## config.mk

```make
export PLATFORM = sky130hd
export DESIGN_NAME = hq_ram
export DESIGN_NICKNAME = d
export VERILOG_FILES = /design/src/rtl/hq_ram.sv
export SDC_FILE = /design/constraint.sdc
export NUM_CORES = 1
export LEC_CHECK = 0
export BUFFER_PORTS_ARGS = -buffer_cell sky130_fd_sc_hd__buf_4
export CAP_MARGIN = 20
export CELL_PAD_IN_SITES_DETAIL_PLACEMENT = 1
export CELL_PAD_IN_SITES_GLOBAL_PLACEMENT = 1
export CORE_AREA = 2 2 107 109
export CTS_BUF_LIST = sky130_fd_sc_hd__clkbuf_4 sky130_fd_sc_hd__clkbuf_8 sky130_fd_sc_hd__clkbuf_16
export DETAILED_ROUTE_END_ITERATION = 8
export DIE_AREA = 0 0 109 111
export GPL_TIMING_DRIVEN = 0
export PLACE_DENSITY = 0.73
export SLEW_MARGIN = 20
export SYNTH_ARGS = -nofsm -noshare
export SYNTH_HDL_FRONTEND = slang
export SYNTH_SLANG_ARGS = --single-unit
```

## constraint.sdc

```tcl
create_clock -name clk -period 1.9 [get_ports clk]
set_clock_uncertainty 0.1 [all_clocks]
set_input_delay 0.19 -clock clk [delete_from_list [all_inputs] [get_ports clk]]
set_output_delay 0.19 -clock clk [all_outputs]
set_load 0.01 [all_outputs]
```

## src/rtl/hq_ram.sv

```systemverilog
// Generic single-write, single-read RAM with registered read data.
module hq_ram #(
  parameter int WIDTH = 8,
  parameter int DEPTH = 16
) (
  input  logic                     clk,
  input  logic                     wr_en,
  input  logic [$clog2(DEPTH)-1:0] wr_addr,
  input  logic [WIDTH-1:0]         wr_data,
  input  logic [$clog2(DEPTH)-1:0] rd_addr,
  output logic [WIDTH-1:0]         rd_data
);

  logic [WIDTH-1:0] mem_r [DEPTH];

  // Write port
  always_ff @(posedge clk) begin
    if (wr_en) begin
      mem_r[wr_addr] <= wr_data;
    end
  end

  // Registered read port
  always_ff @(posedge clk) begin
    rd_data <= mem_r[rd_addr];
  end

endmodule

```

==> results by group <==
Logic synthesis
  • Syn Area/Cell: 22.5 µm²
  • Yosys reg bits: 136
  • Yosys warns: 0
  • Total nets after synthesis: 247
  • Cell count after synthesis: 229
  • Sequential fraction of the synthesis area: 77.8%
  • Unique cell type count in the Yosys netlist: 19
  • Mapped Area: 0.00515 mm²

Final layout
  • Layout cells sized above 1: 31.0%
  • N_diodes: 0
  • Final #Nets: 292
  • Area Growth Syn to Fin: 19.1%
  • Most common cell after layout, fill and taps aside: edfxtp_1
  • Fin cells: 430
  • Commonest cells after routing, fill and taps aside: 128 x edfxtp_1, 25 x buf_4, 18 x mux4_2
  • Fillers: 983

Route
  • Antenna viol nets, final: 0
  • DRT Wirelength: 10.7 mm
  • Via density: 5.74
  • First DRT Iteration DRCs: 137
  • Post-route DRC: 0
  • Via Count: 2,468
  • WL/cell: 24.9 µm
  • Drt first pass iters: 4

CTS
  • CTS Buffer Depth: 2
  • # H-tree levels: 4
  • Sink Count: 136
  • Post-cts sizing count: 0
  • CTS root buf: clkbuf_16
  • Clock Pin Slew Worst Setup and Hold Paths: 60 ps
  • Latest clock arrival within the worst-skew pair: 420 ps
  • CTS buffer count: 17
  • TritonCTS clock tree: done

Pwr
  • PD cells: 1130 mW/mm²
  • Internal: 0.00556 W
  • Sw Ratio: 20.1%
  • Sequential power share: 48.5%
  • Combinational share of power: 5.1%
  • Clock network power share: 46.4%
  • P_leak: 2.06 nW
  • Psw: 0.00139 W
  • VDD IR max: 0.000581 V

Timing
  • Min Hold Slack: 8.50 ps
  • Minimum clock period: 1600 ps
  • Slew HR: 42.4%
  • Final Max Tran Viols: 0
  • Setup TNS: 0 ps
  • Tcrit/Tclk final: 84.3%
  • Fmax: 0.624 GHz
  • Worst slew pin tran: 861 ps
  • RSZ-0062 raised after global routing: false
  • Endpoints failing hold: 0
  • Setup-violating endpoint count in the final report: 0

Setup path
  • Reg2reg setup slack: 360 ps
  • Critical R2R Launch: mem_r[6][0]
  • Worst EP arrival: 1540 ps
  • CP required: 1840 ps
  • Worst Path Max Fanout: 8
  • WS Path Type: in -> reg
  • R2R Path End: rd_data[0]
  • Worst Reg-to-Reg Cells: 3
  • Crit end category: flip-flop
  • CP Launch Type: primary input

Placement
  • IO Port Bufs: 24
  • Cells after DPL: 396
  • Detailed Place HPWL: 6.65 mm
  • GPL Wtd Cong: 0.744

Worst hold path
  • Worst Hold Launch: wr_data[5]
  • Worst hold path type: in -> reg
  • Hold Path Depth: 1
  • Hold endpoint: mem_r[6][5]

Die
  • Die Width: 109 µm
  • Row cnt: 39
  • Die H: 111 µm
  • Initial core utilization: 46.5%
  • Core region area: 0.0111 mm²
  • Die ar.: 0.0121 mm²
  • I/O pin count: 26

Run
  • Max-cap violation count: 0

Run status
  • Outcome: finished, final reports clean

Global routing
  • Number of global-route vias before repair: 2,536
  • GRT overflow: 0
  • Initial antenna violation count: 0
  • First-pass GRT wire length: 16.0 mm
  • Largest net degree at the start of global routing: 17
  • Gr usage total: 19.5%
cells by family after synthesis:
kind of cell / after synthesis / share of synthesized area (%)
AO/OA/AOI/OAI: 16 / 2.33
buffers and inverters: 10 / 1.68
flip-flops: 136 / 77.8
multiplexers: 32 / 15.0
AND/OR/NAND/NOR: 35 / 3.18
layout make-up:
class,count,area [µm²],share of cell area (%)
well taps,143,179,2.92
plain buffers,10,86.3,1.41
flip-flops and latches,136,4000,65.3
clock inverters,9,100,1.63
repair buffers,26,200,3.27
clock buffers,23,483,7.88
multi-input cells,83,1080,17.6
worst max-delay path by stage:
stage | from | cells after the start | slack, ps | to
after floorplan | wr_addr[2] | 2 | 120 | mem_r[0][0]
after global placement | wr_addr[2] | 3 | -460 | mem_r[0][7]
after detailed placement | wr_addr[2] | 3 | -100 | mem_r[2][1]
after CTS | mem_r[6][0] | 3 | 310 | rd_data[0]
after global routing | mem_r[6][0] | 3 | 260 | rd_data[0]
final | wr_addr[2] | 3 | 300 | mem_r[2][2]
registers in the layout (all words and copies together) (netlist names):
register  count
mem_r       128
rd_data       8
Yosys cell counts (all sizes together):
cell | instances | area [µm²]
nand3 | 1 | 5.00
or3b | 1 | 8.76
and2 | 1 | 6.26
nor2b | 1 | 6.26
clkdlybuf4s25 | 3 | 30.0
a22oi | 16 | 120
buf | 7 | 56.3
nand3b | 2 | 15.0
edfxtp | 128 | 3840
nand2b | 2 | 12.5
and2b | 1 | 7.51
nor2 | 13 | 48.8
mux4 | 32 | 773
nor3 | 4 | 20.0
nand2 | 9 | 33.8
dfxtp | 8 | 160
power groups by stage:
stage / combinational, W / sequential [W] / clock (W)
detailed placement: 0.000353 / 0.00344 / 0
floorplan: 0.000170 / 0.00344 / 0
global placement: 0.000339 / 0.00343 / 0
finish: 0.000354 / 0.00337 / 0.00322
CTS: 0.000358 / 0.00337 / 0.00325
global route: 0.000382 / 0.00338 / 0.00335
per-stage QoR:
step                utilization [%]  area [µm²]  setup slack, ps  total power (W)
detailed placement             49.9        5530            -98.5          0.00379
finish                         55.3        6130              298          0.00695
floorplan                         -        5150              117          0.00361
CTS                            55.3        6130              307          0.00699
global route                   55.3        6130              265          0.00711
global placement               49.7        5510             -460          0.00377
layer usage:
layer | vias up | part of all wire, % | global-route usage, %
li1 | 1065 | - | -
met1 | 1308 | 43 | 27.2
met2 | 76 | 48 | 29.4
met3 | 19 | 6.4 | 5.35
met4 | 0 | 2.0 | 7.69
met5 | - | 0 | 0
worst max-delay path, stage by stage:
cell and delay, ps:
buf_4 120, or3b_2 540, nor2_1 690
what timing repair did:
item,in CTS,in global routing
hold endpoints to repair,20,0
endpoints found under the setup margin,0,0
hold buffers,2,0
setup buffers,0,0
No activity file was read; power rests on OpenSTA's default activity.
